File: config.mk
export PLATFORM = sky130hd
export DESIGN_NAME = fcma_div
export DESIGN_NICKNAME = d
export VERILOG_FILES = /design/src/rtl/core/fcma_pkg.sv /design/src/rtl/core/fcma_div.sv
export SDC_FILE = /design/constraint.sdc
export NUM_CORES = 1
export LEC_CHECK = 0
export BUFFER_PORTS_ARGS = -buffer_cell sky130_fd_sc_hd__buf_2
export CAP_MARGIN = 25
export CORE_MARGIN = 2
export CORE_UTILIZATION = 44
export CTS_CLUSTER_SIZE = 14
export DETAILED_ROUTE_END_ITERATION = 16
export PLACE_DENSITY = 0.73
export RECOVER_POWER = 25
export SYNTH_ARGS = -nofsm -noshare
export SYNTH_HDL_FRONTEND = slang
export SYNTH_SLANG_ARGS = --single-unit
File: constraint.sdc
create_clock -name clk -period 18.9 [get_ports clk]
set_input_delay 3.78 -clock clk [delete_from_list [all_inputs] [get_ports clk]]
set_output_delay 3.78 -clock clk [all_outputs]
set_load 0.03 [all_outputs]
File: src/rtl/core/fcma_pkg.sv
// ----------------------------------------------------------------------------
// fcma_pkg: shared types and constants of the four-channel moving average
// Sizes of the frame ring, running sums and the shared divider.
// ----------------------------------------------------------------------------
package fcma_pkg;

	// frame ring and sample format
	localparam int DEPTH       = 128;
	localparam int SAMPLE_BITS = 24;
	localparam int NCH         = 4;
	localparam int FRAME_BITS  = NCH * SAMPLE_BITS;
	localparam int ADDR_BITS   = (DEPTH > 1) ? $clog2(DEPTH) : 1;

	// window length register and effective length
	localparam int WL_BITS  = 8;
	localparam int LEN_BITS = ($clog2(DEPTH + 1) > WL_BITS) ? $clog2(DEPTH + 1) : WL_BITS;
	localparam logic [WL_BITS-1:0] WINDOW_RESET = WL_BITS'(100);

	// running sum grows by the ring address bits
	localparam int SUM_BITS = SAMPLE_BITS + ADDR_BITS;

	// divider: four quotient bits per cycle
	localparam int RADIX_BITS = 4;
	localparam int DIV_BITS   = ((SUM_BITS + RADIX_BITS - 1) / RADIX_BITS) * RADIX_BITS;
	localparam int DIV_STEPS  = DIV_BITS / RADIX_BITS;
	localparam int CNT_BITS   = (DIV_STEPS > 1) ? $clog2(DIV_STEPS) : 1;
	localparam int CH_BITS    = $clog2(NCH);

	// configuration port
	localparam int CFG_ADDR_BITS = 3;
	localparam int CFG_DATA_BITS = 32;
	localparam logic REG_WINDOW_LEN = 1'b0;

	// divider request and response
	typedef struct packed {
		logic                start;
		logic [DIV_BITS-1:0] dividend;
		logic [LEN_BITS-1:0] divisor;
	} div_req_t;

	typedef struct packed {
		logic                done;
		logic [DIV_BITS-1:0] quotient;
	} div_rsp_t;

	// sequencer states
	typedef enum logic [4:0] {
		S_IDLE   = 5'b00001,
		S_UPD    = 5'b00010,
		S_DSTART = 5'b00100,
		S_DWAIT  = 5'b01000,
		S_DONE   = 5'b10000
	} state_t;

endpackage

File: src/rtl/core/fcma_div.sv
// ----------------------------------------------------------------------------
// fcma_div: shared unsigned restoring divider
// Divides a magnitude by the window length, four quotient bits per cycle.
// ----------------------------------------------------------------------------
module fcma_div (
	input  logic               clk,
	input  logic               arst_n,
	input  fcma_pkg::div_req_t req,
	output fcma_pkg::div_rsp_t rsp
);

	logic [fcma_pkg::DIV_BITS-1:0] quo_q;
	logic [fcma_pkg::LEN_BITS-1:0] rem_q;
	logic [fcma_pkg::LEN_BITS-1:0] divs_q;
	logic [fcma_pkg::CNT_BITS-1:0] cnt_q;
	logic                          busy_q;
	logic                          done_q;
	logic [fcma_pkg::DIV_BITS-1:0] quo_nx;
	logic [fcma_pkg::LEN_BITS-1:0] rem_nx;

	// four shift-subtract steps per cycle
	always_comb begin
		logic [fcma_pkg::LEN_BITS:0]   r;
		logic [fcma_pkg::DIV_BITS-1:0] q;
		r = '0;
		q = quo_q;
		rem_nx = rem_q;
		for (int i = 0; i < fcma_pkg::RADIX_BITS; i++) begin
			r = {rem_nx, q[fcma_pkg::DIV_BITS-1]};
			q = {q[fcma_pkg::DIV_BITS-2:0], 1'b0};
			if (r >= {1'b0, divs_q}) begin
				r = r - {1'b0, divs_q};
				q[0] = 1'b1;
			end
			rem_nx = r[fcma_pkg::LEN_BITS-1:0];
		end
		quo_nx = q;
	end

	// control
	always_ff @(posedge clk or negedge arst_n) begin
		if (!arst_n) begin
			busy_q <= 1'b0;
			done_q <= 1'b0;
			cnt_q  <= '0;
		end else begin
			done_q <= busy_q && (cnt_q == fcma_pkg::CNT_BITS'(fcma_pkg::DIV_STEPS - 1));
			if (req.start) begin
				busy_q <= 1'b1;
				cnt_q  <= '0;
			end else if (busy_q) begin
				cnt_q <= cnt_q + 1'b1;
				if (cnt_q == fcma_pkg::CNT_BITS'(fcma_pkg::DIV_STEPS - 1)) begin
					busy_q <= 1'b0;
				end
			end
		end
	end

	// datapath
	always_ff @(posedge clk) begin
		if (req.start) begin
			quo_q  <= req.dividend;
			rem_q  <= '0;
			divs_q <= req.divisor;
		end else if (busy_q) begin
			quo_q <= quo_nx;
			rem_q <= rem_nx;
		end
	end

	assign rsp.done     = done_q;
	assign rsp.quotient = quo_q;

endmodule

==> results.txt <==
Yosys reg bits: 53
Nets@finish: 513
Setup_tns: 0 ns
Vias in the first global route: 3138
CORE AREA: 8680 um2
Remaining Overflow, GRT: 0
Family with the most delay on the worst path: compound AO/OA/AOI/OAI gates
Die footprint: 9650 um2
Most used cell, CP: o21ai_0
Met1 WL: 3.92 mm
Top cell type's share of synthesized area: 30.7%
FF-to-FF setup slack: 9.98 ns
Mean area per synthesized cell: 11.0 um2
Number of DRC markers in iteration 0: 175
Post-route minimum period: 8.92 ns
Setup crit end kind: flop
Worst-Margin Slew: 2.44 ns
CTS max path bufs: 2
Die X: 98.3 um
Hold_sp: rem_q[1]
Post-route ant nets: 0
Setup Buffers After CTS: 0
EDFF count, synth: 40
Clk slew on worst S/H paths: 0.09 ns
Failing checks: capacitance limit, slew limit
Root buf cell: clkbuf_8
Tcrit/Tclk final: 47.2%
Worst r2r path cells: 34
Area grow syn2layout: 14.7%
WP buf/inv: 4
CP arrival: 9.13 ns
Max Cap Viol: 1
Crit path required time: 19.10 ns
CP startpoint: divs_q[1]
Hold WC Path Type: flop to flop
CTS tree: yes
Routed WL: 9.18 mm
Critical path type: flop to flop
Leading area contributor after synthesis: edfxtp_1
CTS H-tree lvls: 2
Clk_lat worst skew: 0.31 ns
DP HPWL: 7.40 mm
Hold Path Stages: 2
Final Max Slew Viols: 49
Number of distinct library cells after synthesis: 56
Fmax achieved: 112 MHz
Asr flop ratio synth: 9.43%
Cts bufs inserted: 5
Synth warnings: 0
Post-Syn Nets: 436
Commonest cells after routing, fill and taps aside: buf_2, mux2_2, edfxtp_1
CTS Sinks: 53
PostCTS Resize Cnt: 0
Top post-synthesis cells by area: edfxtp_1, mux2_2, ha_1, xnor2_1, dfxtp_1
# setup viols final: 0
Post-route DRC: 0
Met2 WL: 4.58 mm
Hold_buf cts: 0
Critical Path Start Type: flop
Pin count of the biggest net entering global routing: 49
Synth Cell Area: 3910 um2
WL/cell: 17.0 um
Routed vias: 3034
Top layer in use: met4
# diodes: 0
Slowest CP cell: or3_1
Clock Skews: 0.0106 ns
Cells after synthesis: 355
Sequential-to-total area share from yosys stat: 38.0%
First-pass GRT wire length: 14.9 mm
Port bufs: 75
Crit path depth: 34
Reg-to-Reg Start: divs_q[1]
DR WL met3: 509 um
GPL Wtd Cong: 0.975
Status: finished with violations
Die Height: 98.3 um
Most common cell after layout, fill and taps aside: buf_2
Site row count: 34
Final Hold Viols: 0
Initial antenna violation count: 1
Top FF cell, synth: edfxtp_1
Max_slew headroom: -62.8%
Slowest cell delay on critical path: 0.59 ns
Global Route Usage Sum: 19.1%
Io pins: 76
RSZ-0062 raised after global routing: no
TritonRoute pass-1 iters: 4
Share of cells above drive strength 1: 31.2%
Vias per cell: 5.61
Worst Path Max Fanout: 11
Starting density of the core: 45.0%
==> state kept, by name, summed over array words and instances (netlist names) <==
register	cells
done_q	1
rem_q	8
cnt_q	3
busy_q	1
quo_q	32
divs_q	8
==> cells in the mapped netlist (all sizes together) (3+ instances only) <==
cell type,number
mux2i,10
nand3,5
nand2b,5
fa,4
nor2b,11
xnor2,19
and3,3
nor3b,4
nor2,20
edfxtp,40
nor3,5
ha,34
xor2,3
inv,24
a21oi,16
dfxtp,8
a211oi,7
o21ai,18
mux2,45
nand2,16
o21a,5
buf,6
dfrtp,5
a21o,10
==> worst paths after layout <==
| check | to |
|---|---|
| setup / recovery | rem_q[0] |
| hold / removal | rem_q[1] |
| setup reg to reg | rem_q[0] |
| hold reg to reg | rem_q[1] |
| max in group asynchronous | busy_q |
| min in group asynchronous | cnt_q[0] |
==> cell type report <==
type	instances	area (um2)
Inverter	24	90.1
Timing Repair Buffer	78	384
Tap cell	108	135
Sequential cell	53	1490
Multi-Input combinational cell	270	2290
Fill cell	821	4200
Clock buffer	6	82.6
Clock inverter	2	15.0
==> per-layer routing <==
layer | track usage [%] | up-vias
li1 | - | 1473
met1 | 24.9 | 1460
met2 | 33.2 | 87
met3 | 3.01 | 14
met4 | 5.27 | 0
met5 | 0 | -
==> logic make-up after synthesis <==
group	Yosys count	share of synthesized area, %
flip-flops	53	38.0
AO/OA/AOI/OAI	77	14.9
XOR/XNOR	22	4.93
multiplexers	55	15.6
AND/OR/NAND/NOR	78	10.2
buffers and inverters	32	3.39
adder cells (fa/ha/maj)	38	12.9
==> through the flow <==
step | utilization, % | cell area, um2 | hold WS (ns) | setup slack (ns) | instances
finish | 51.7 | 4480 | 0.507 | 9.98 | 541
detailed placement | 50.7 | 4400 | 0.489 | 10.06 | 533
global route | 51.7 | 4480 | 0.519 | 9.11 | 541
floorplan | - | 3910 | 0.446 | 11.05 | 355
global placement | 50.7 | 4400 | 0.479 | 10.31 | 533
CTS | 51.8 | 4500 | 0.504 | 10.0 | 541
==> worst reg2reg max path, delay by kind of cell (launching register included) <==
kind                     cells  cell delay, ns
buffers and inverters        4            0.69
AND/OR/NAND/NOR              8            1.74
multiplexers                 1            0.35
AO/OA/AOI/OAI               17            4.35
flip-flops                   1            0.50
adder cells (fa/ha/maj)      4            1.21
Power is not shown: default switching activity piles up to over one toggle a cycle in this logic, so the estimate is an artifact.
