`config.mk`:
```
export PLATFORM = sky130hd
export DESIGN_NAME = fcma_ram
export DESIGN_NICKNAME = d
export VERILOG_FILES = /design/src/rtl/core/fcma_ram.sv
export SDC_FILE = /design/constraint.sdc
export NUM_CORES = 1
export LEC_CHECK = 0
export BUFFER_PORTS_ARGS = -buffer_cell sky130_fd_sc_hd__clkbuf_2
export CORE_MARGIN = 2
export CORE_UTILIZATION = 65
export CTS_CLUSTER_SIZE = 25
export DETAILED_ROUTE_END_ITERATION = 6
export GPL_TIMING_DRIVEN = 0
export PLACE_DENSITY = 0.82
export SYNTH_ARGS = -nofsm -noshare
export SYNTH_HDL_FRONTEND = slang
export SYNTH_SLANG_ARGS = --single-unit
```
`constraint.sdc`:
```
create_clock -name clk -period 2.65 [get_ports clk]
set_input_delay 0.265 -clock clk [delete_from_list [all_inputs] [get_ports clk]]
set_output_delay 0.265 -clock clk [all_outputs]
set_load 0.005 [all_outputs]
```
`src/rtl/core/fcma_ram.sv`:
```
// ----------------------------------------------------------------------------
// fcma_ram: generic simple dual-port ram
// One write port, one read port with registered read data.
// ----------------------------------------------------------------------------
module fcma_ram #(
	parameter int WIDTH = 8,
	parameter int DEPTH = 16
) (
	input  logic                                      clk,
	input  logic                                      wr_en,
	input  logic [((DEPTH > 1) ? $clog2(DEPTH) : 1)-1:0] wr_addr,
	input  logic [WIDTH-1:0]                          wr_data,
	input  logic [((DEPTH > 1) ? $clog2(DEPTH) : 1)-1:0] rd_addr,
	output logic [WIDTH-1:0]                          rd_data
);

	logic [WIDTH-1:0] mem_q [DEPTH];

	// write and registered read
	always_ff @(posedge clk) begin
		if (wr_en) begin
			mem_q[wr_addr] <= wr_data;
		end
		rd_data <= mem_q[rd_addr];
	end

endmodule

```
==> results of run 1 <==
area by class of cell:
class,count,area (µm²),share of cell area
clock inverters,12,174,0.0289
multi-input cells,83,1060,0.176
flip-flops and latches,136,4000,0.666
plain buffers,10,86.3,0.0144
repair buffers,24,120,0.0200
well taps,102,128,0.0212
clock buffers,20,445,0.0741
sequential cells by signal, indices dropped and copies added, names as in the netlist:
signal,count
mem_q,128
rd_data,8
cells in the mapped netlist, types with 2 or more instances:
library cell	number
nor2_1	13
mux4_2	18
buf_2	3
nand3b_1	2
nor3_1	4
buf_6	3
mux4_1	14
nand2_1	9
edfxtp_1	128
dfxtp_1	8
a22oi_1	16
nand2b_1	2
clkdlybuf4s25_2	3
final timing paths:
kind | to | slack (ns) | cells after the start
min | mem_q[2][3] | 0.22 | 1
min reg2reg | rd_data[7] | 0.71 | 3
max | mem_q[0][5] | 0.97 | 3
max reg2reg | rd_data[1] | 1.26 | 3
power groups by stage:
stage | Clock, mW | Combinational [mW] | Sequential (mW)
finish | 2.42 | 0.227 | 2.42
global route | 2.52 | 0.244 | 2.42
global placement | 0 | 0.216 | 2.46
CTS | 2.43 | 0.228 | 2.42
detailed placement | 0 | 0.224 | 2.46
floorplan | 0 | 0.122 | 2.46
layer usage:
layer,up-vias,GRT usage,wire (µm)
met4,0,0.0980,178
met3,23,0.0588,806
li1,1056,-,-
met5,-,0,0
met1,1247,0.366,4030
met2,132,0.408,5030
critical path, cell delays in order:
cell      delay, ns
clkbuf_2       0.10
or3b_2         0.53
nor3_1         0.91
logic make-up (layout without fill, tap and decap cells):
family | Yosys count | in the layout | share of synthesized area
simple gates | 35 | 35 | 0.0318
mux | 32 | 32 | 0.150
buf+inv | 10 | 66 | 0.0168
flops | 136 | 136 | 0.778
compound gates | 16 | 16 | 0.0233
cell usage in the layout (no fill, tap or decap), drive strengths merged:
cell type | netlist | final
a22oi | 16 | 16
and2 | 1 | 1
and2b | 1 | 1
buf | 7 | 7
bufinv | 0 | 4
clkbuf | 0 | 44
clkdlybuf4s25 | 3 | 3
clkinv | 0 | 7
clkinvlp | 0 | 1
dfxtp | 8 | 8
edfxtp | 128 | 128
mux4 | 32 | 32
nand2 | 9 | 9
nand2b | 2 | 2
nand3 | 1 | 1
nand3b | 2 | 2
nor2 | 13 | 13
nor2b | 1 | 1
nor3 | 4 | 4
or3b | 1 | 1
through the flow:
step                      hold slack (ns)  total power [mW]  worst slack (ns)  utilization
after global placement              0.635              2.67             0.402        0.702
after CTS                           0.192              5.08             0.965        0.782
after floorplan                     0.364              2.58             0.892            -
after detailed placement            0.638              2.69             0.361        0.702
after global routing                0.217              5.19             0.848        0.782
final                               0.216              5.07             0.971        0.782
==> summary.md, run 1 <==
| Metric | Value |
|---|---|
| CTS tree | built |
| Peak VDD IR | 0.000556 V |
| Final non-filler cell area | 0.00601 mm² |
| Static Leak | 2.05 nW |
| H-tree depth | 4 |
| Max Freq | 0.596 GHz |
| Critical path class | in2reg |
| Worst Path Arrival | 1.81 ns |
| Hold Violations, Final | 0 |
| Synth warnings | 0 |
| Worst-case clock buffer depth | 2 |
| Post-CTS Setup Inserts | 0 |
| Max Cap Viol | 0 |
| Run status | finished, final reports clean |
| PwrDens | 843 mW/mm² |
| FILL cells | 392 |
| Synth unique cells | 19 |
| CTS Sinks | 136 |
| IO Pins | 26 |
| Post-synth EDFFs | 128 |
| Ys flop type | edfxtp_1 |
| Pre-Repair DR Iteration Count | 5 |
| Final WL | 10000 µm |
| Syn Std Cell Area | 0.00515 mm² |
| Mapped Avg Cell Area | 22.5 µm² |
| Combinational Power Share | 0.045 |
| Hold crit path type | in2reg |
| First-pass GRT wire length | 15000 µm |
| Pint | 4.08 mW |
| Fin nets | 290 |
| Total gr overflow | 0 |
| Post-CTS sizing | 0 |
| Slew margin rel. | 0.187 |
| # diodes | 0 |
| Worst Path Required | 2.78 ns |
| Fin crit share | 0.633 |
| Ranking of synthesized cells by area | edfxtp_1, mux4_2, mux4_1 |
| Clk_skew | 0.00647 ns |
| Clock Power Share | 0.478 |
| DRC Markers | 0 |
| Die Y | 93.0 µm |
| Post-synth top area share | 0.747 |
| Wirelength per Cell | 25.9 µm |
| Clock latency on the worst-skew pair | 0.52 ns |
| Post-cts hold buffer count | 0 |
| Slew @ Worst Pin | 1.21 ns |
| RSZ-0062 raised after global routing | no |
| Startpoint Class | input port |
| Seq/Total Area, Yosys | 0.778 |
| Post-synthesis async set-or-reset flop share | 0 |
| Sw Ratio | 0.196 |
| Overall routing resource usage | 0.259 |
| I/O Buffers | 24 |
| DP Area | 0.00540 mm² |
| Initial Util | 0.670 |
| Synth-to-Final Area Change | 16.8% |
| Pin count of the biggest net entering global routing | 17 |
| Worst Setup SP | wr_addr[2] |
| Vias in the first global route | 2534 |
| Clk root buf | clkbuf_8 |
| Detail Placement HPWL | 5840 µm |
| Crit Path Max Fanout | 8 |
| Final setup violation count | 0 |
| Synth area leader | edfxtp_1 |
| Starting DRT DRC Count | 215 |
| Sw Pwr | 0.992 mW |
| Core area | 0.00769 mm² |
| Detail Route Antenna Nets | 0 |
| Vias | 2458 |
| Share of layout cells above drive strength 1 | 0.295 |
| Overall die width | 93.0 µm |
| Reg power frac | 0.477 |
| Initial antenna violation count | 0 |
| Layout Cells excl Fill | 387 |
| RePlAce Congestion | 0.749 |
| DR vias/cell | 6.35 |
| Final max-slew violation count | 0 |
| Setup TNS | 0 ns |
| Hold Path Origin | wr_data[3] |
| Synth Register Bits | 136 |
| Net Count, Synth | 247 |
| CP Capture Type | register |
| Cell row count | 32 |
| Min Clock Period, post-route | 1.68 ns |
| Worst-path clk slew | 0.06 ns |
| Critical R2R Launch | mem_q[5][1] |
| Dpl cells | 355 |
| Num CTS Buffers | 17 |
| Die footprint | 0.00865 mm² |
| Post-Syn Instances | 229 |
Power figures use the tool's default switching activity.
==> run 2, diff against run 1 <==
Settings changed: CORE_UTILIZATION 65 to 54, PLACE_DENSITY 0.82 to 0.72.
Clock period 2.65 ns to 1.5 ns, I/O delays scaled along.
==> run 2 against run 1 <==
Net effect: clock skew fell by 0.0013 ns; final area rose by 0.42%; via count fell by 0.16%; setup slack got worse by 0.95 ns; flip-flop and latch count did not move; total power rose by 74%; hold slack got worse by 0.14 ns; die area rose by 19%; sequential share of layout area fell by 0.28 points; first-iteration DRC count rose by 48%; clock power rose by 71%.
==> summary.md, run 2 (same netlist as run 1, synthesis figures left out) <==
| Metric | Value |
|---|---|
| Run status | finished, final reports clean (unchanged) |
| Total gr overflow | 0 (unchanged) |
| R2R Path End | rd_data[0] (was rd_data[1]) |
| I/O Buffers | 24 (unchanged) |
| Initial antenna violation count | 0 (unchanged) |
| DRC Markers | 0 (unchanged) |
| Starting DRT DRC Count | 318 (was 215) |
| # diodes | 0 (unchanged) |
| RSZ-0062 raised after global routing | no (unchanged) |
| H-tree depth | 4 (unchanged) |
| Critical path class | reg2reg (was in2reg) |
| Clk root buf | clkbuf_8 (unchanged) |
| Max Freq | 0.675 GHz |
| Vias in the first global route | 2377 (was 2534) |
| Sw Pwr | 1.74 mW (was 0.992 mW) |
| Most frequent cells in the layout | edfxtp_1, clkbuf_2, mux4_2 (unchanged) |
| Num CTS Buffers | 17 (unchanged) |
| DR vias/cell | 5.93 (was 6.35) |
| Top flop regs | mem_q: 128 flops, rd_data: 8 flops (unchanged) |
| Final max-slew violation count | 0 (unchanged) |
| Wirelength per Cell | 23.4 µm (was 25.9 µm) |
| Most flops, register | mem_q (unchanged) |
| DP Area | 0.00543 mm² (was 0.00540 mm²) |
| RePlAce Congestion | 0.737 (was 0.749) |
| Hold crit path type | in2reg (unchanged) |
| Peak VDD IR | 0.000892 V (was 0.000556 V) |
| Critical R2R Launch | mem_q[4][0] (was mem_q[5][1]) |
| Pre-Repair DR Iteration Count | 5 (unchanged) |
| Hold Violations, Final | 0 (unchanged) |
| Clock latency on the worst-skew pair | 0.52 ns (about the same) |
| Startpoint Class | register (was input port) |
| Pin count of the biggest net entering global routing | 17 (unchanged) |
| Finished Core Util | 0.654 (was 0.782) |
| Worst Path Required | 1.89 ns (was 2.78 ns) |
| Detail Placement HPWL | 5780 µm (was 5840 µm) |
| Sink of the worst hold path | mem_q[6][5] (was mem_q[2][3]) |
| Max reg flops | 128 (unchanged) |
| Max Cap Viol | 0 (unchanged) |
| Commonest non-fill, non-tap cell in the layout | edfxtp_1 (unchanged) |
| Worst Reg2Reg Path Length in Cells | 3 (unchanged) |
| Post-cts hold buffer count | 0 (unchanged) |
| Detail Route Antenna Nets | 0 (unchanged) |
| CP Capture Type | register (unchanged) |
| Final WL | 9690 µm (was 10000 µm) |
| IO Pins | 26 (unchanged) |
| Slew @ Worst Pin | 1.18 ns (was 1.21 ns) |
| Overall die width | 102 µm (was 93.0 µm) |
| First-pass GRT wire length | 14100 µm (was 15000 µm) |
| Share of layout cells above drive strength 1 | 0.298 (was 0.295) |
| Min Clock Period, post-route | 1.48 ns |
| Reg power frac | 0.484 (was 0.477) |
| Post-CTS Setup Inserts | 0 (unchanged) |
| Fin nets | 290 (unchanged) |
| Static Leak | 2.03 nW (was 2.05 nW) |
| Die Y | 102 µm (was 93.0 µm) |
| CTS Sinks | 136 (unchanged) |
| Overall routing resource usage | 0.204 (was 0.259) |
| Worst Setup SP | mem_q[4][0] (was wr_addr[2]) |
| Post-CTS sizing | 0 (unchanged) |
| FILL cells | 598 (was 392) |
| Final non-filler cell area | 0.00604 mm² (was 0.00601 mm²) |
| Cell row count | 35 (was 32) |
| Synth-to-Final Area Change | 17.3% (was 16.8%) |
| Initial Util | 0.557 (was 0.670) |
| Die footprint | 0.0103 mm² (was 0.00865 mm²) |
| Clk_skew | 0.00519 ns (was 0.00647 ns) |
| Final setup violation count | 0 (unchanged) |
| Pint | 7.08 mW (was 4.08 mW) |
| Worst Path Arrival | 1.87 ns (was 1.81 ns) |
| Clock Power Share | 0.470 (was 0.478) |
| Vias | 2454 (was 2458) |
| Slew margin rel. | 0.208 (was 0.187) |
| PwrDens | 1460 mW/mm² (was 843 mW/mm²) |
| Core area | 0.00924 mm² (was 0.00769 mm²) |
| Sw Ratio | 0.197 (was 0.196) |
| FF-to-FF setup slack | 0.02 ns (was 1.26 ns) |
| Combinational Power Share | 0.046 (was 0.045) |
| Hold depth | 1 (unchanged) |
| Fin crit share | 0.988 |
| Worst-path clk slew | 0.06 ns (about the same) |
| Worst-case clock buffer depth | 2 (unchanged) |
| Crit Path Max Fanout | 1 (was 8) |
| CTS tree | built (unchanged) |
| Total power draw | 8.82 mW (was 5.07 mW) |
| Hold Path Origin | wr_data[5] (was wr_data[3]) |
-- run 2: power by group through the flow --
stage | clock network [mW] | registers (mW) | logic (mW)
floorplan | 0 | 4.35 | 0.216
global placement | 0 | 4.34 | 0.388
detailed placement | 0 | 4.35 | 0.399
CTS | 4.16 | 4.27 | 0.405
global route | 4.33 | 4.28 | 0.430
finish | 4.14 | 4.27 | 0.401
-- run 2: per-layer routing --
metal  up-vias  global-route usage  routed length, µm
met2       124               0.308               4610
met4         0               0.101                289
met3        22              0.0518                836
met1      1246               0.282               3950
li1       1062                   -                  -
met5         -                   0                  0
-- run 2: worst max-delay path by stage --
stage | cells after the start | to | slack, ns
6_report | 3 | rd_data[0] | 0.02
5_1_grt | 3 | rd_data[3] | 0.02
4_1_cts | 3 | rd_data[0] | 0.05
3_5_place_dp | 3 | mem_q[8][1] | -0.37
3_3_place_gp | 3 | mem_q[8][1] | -0.38
2_1_floorplan | 2 | mem_q[3][0] | 0.08
-- run 2: critical path: stages, from the launching register on --
cell and delay, ns:
edfxtp_1 0.37, mux4_1 0.55, a22oi_1 0.31, nand2_1 0.13
-- run 2: cell type report --
class	count	area, µm²	share of cell area
Clock inverter	11	146	0.0242
Tap cell	129	161	0.0267
Multi-Input combinational cell	83	1060	0.176
Sequential cell	136	4000	0.663
Timing Repair Buffer	24	120	0.0199
Buffer	10	86.3	0.0143
Clock buffer	21	459	0.0760
-- run 2: metrics by stage --
stage / hold WS, ns / setup slack [ns] / cells / TNS, ns
2_1_floorplan: 0.249 / 0.0839 / 229 / 0
3_3_place_gp: 0.520 / -0.383 / 382 / -18.56
3_5_place_dp: 0.520 / -0.372 / 382 / -19.64
4_1_cts: 0.0830 / 0.0502 / 414 / 0
5_1_grt: 0.0919 / 0.0155 / 414 / 0
6_report: 0.0804 / 0.0177 / 414 / 0
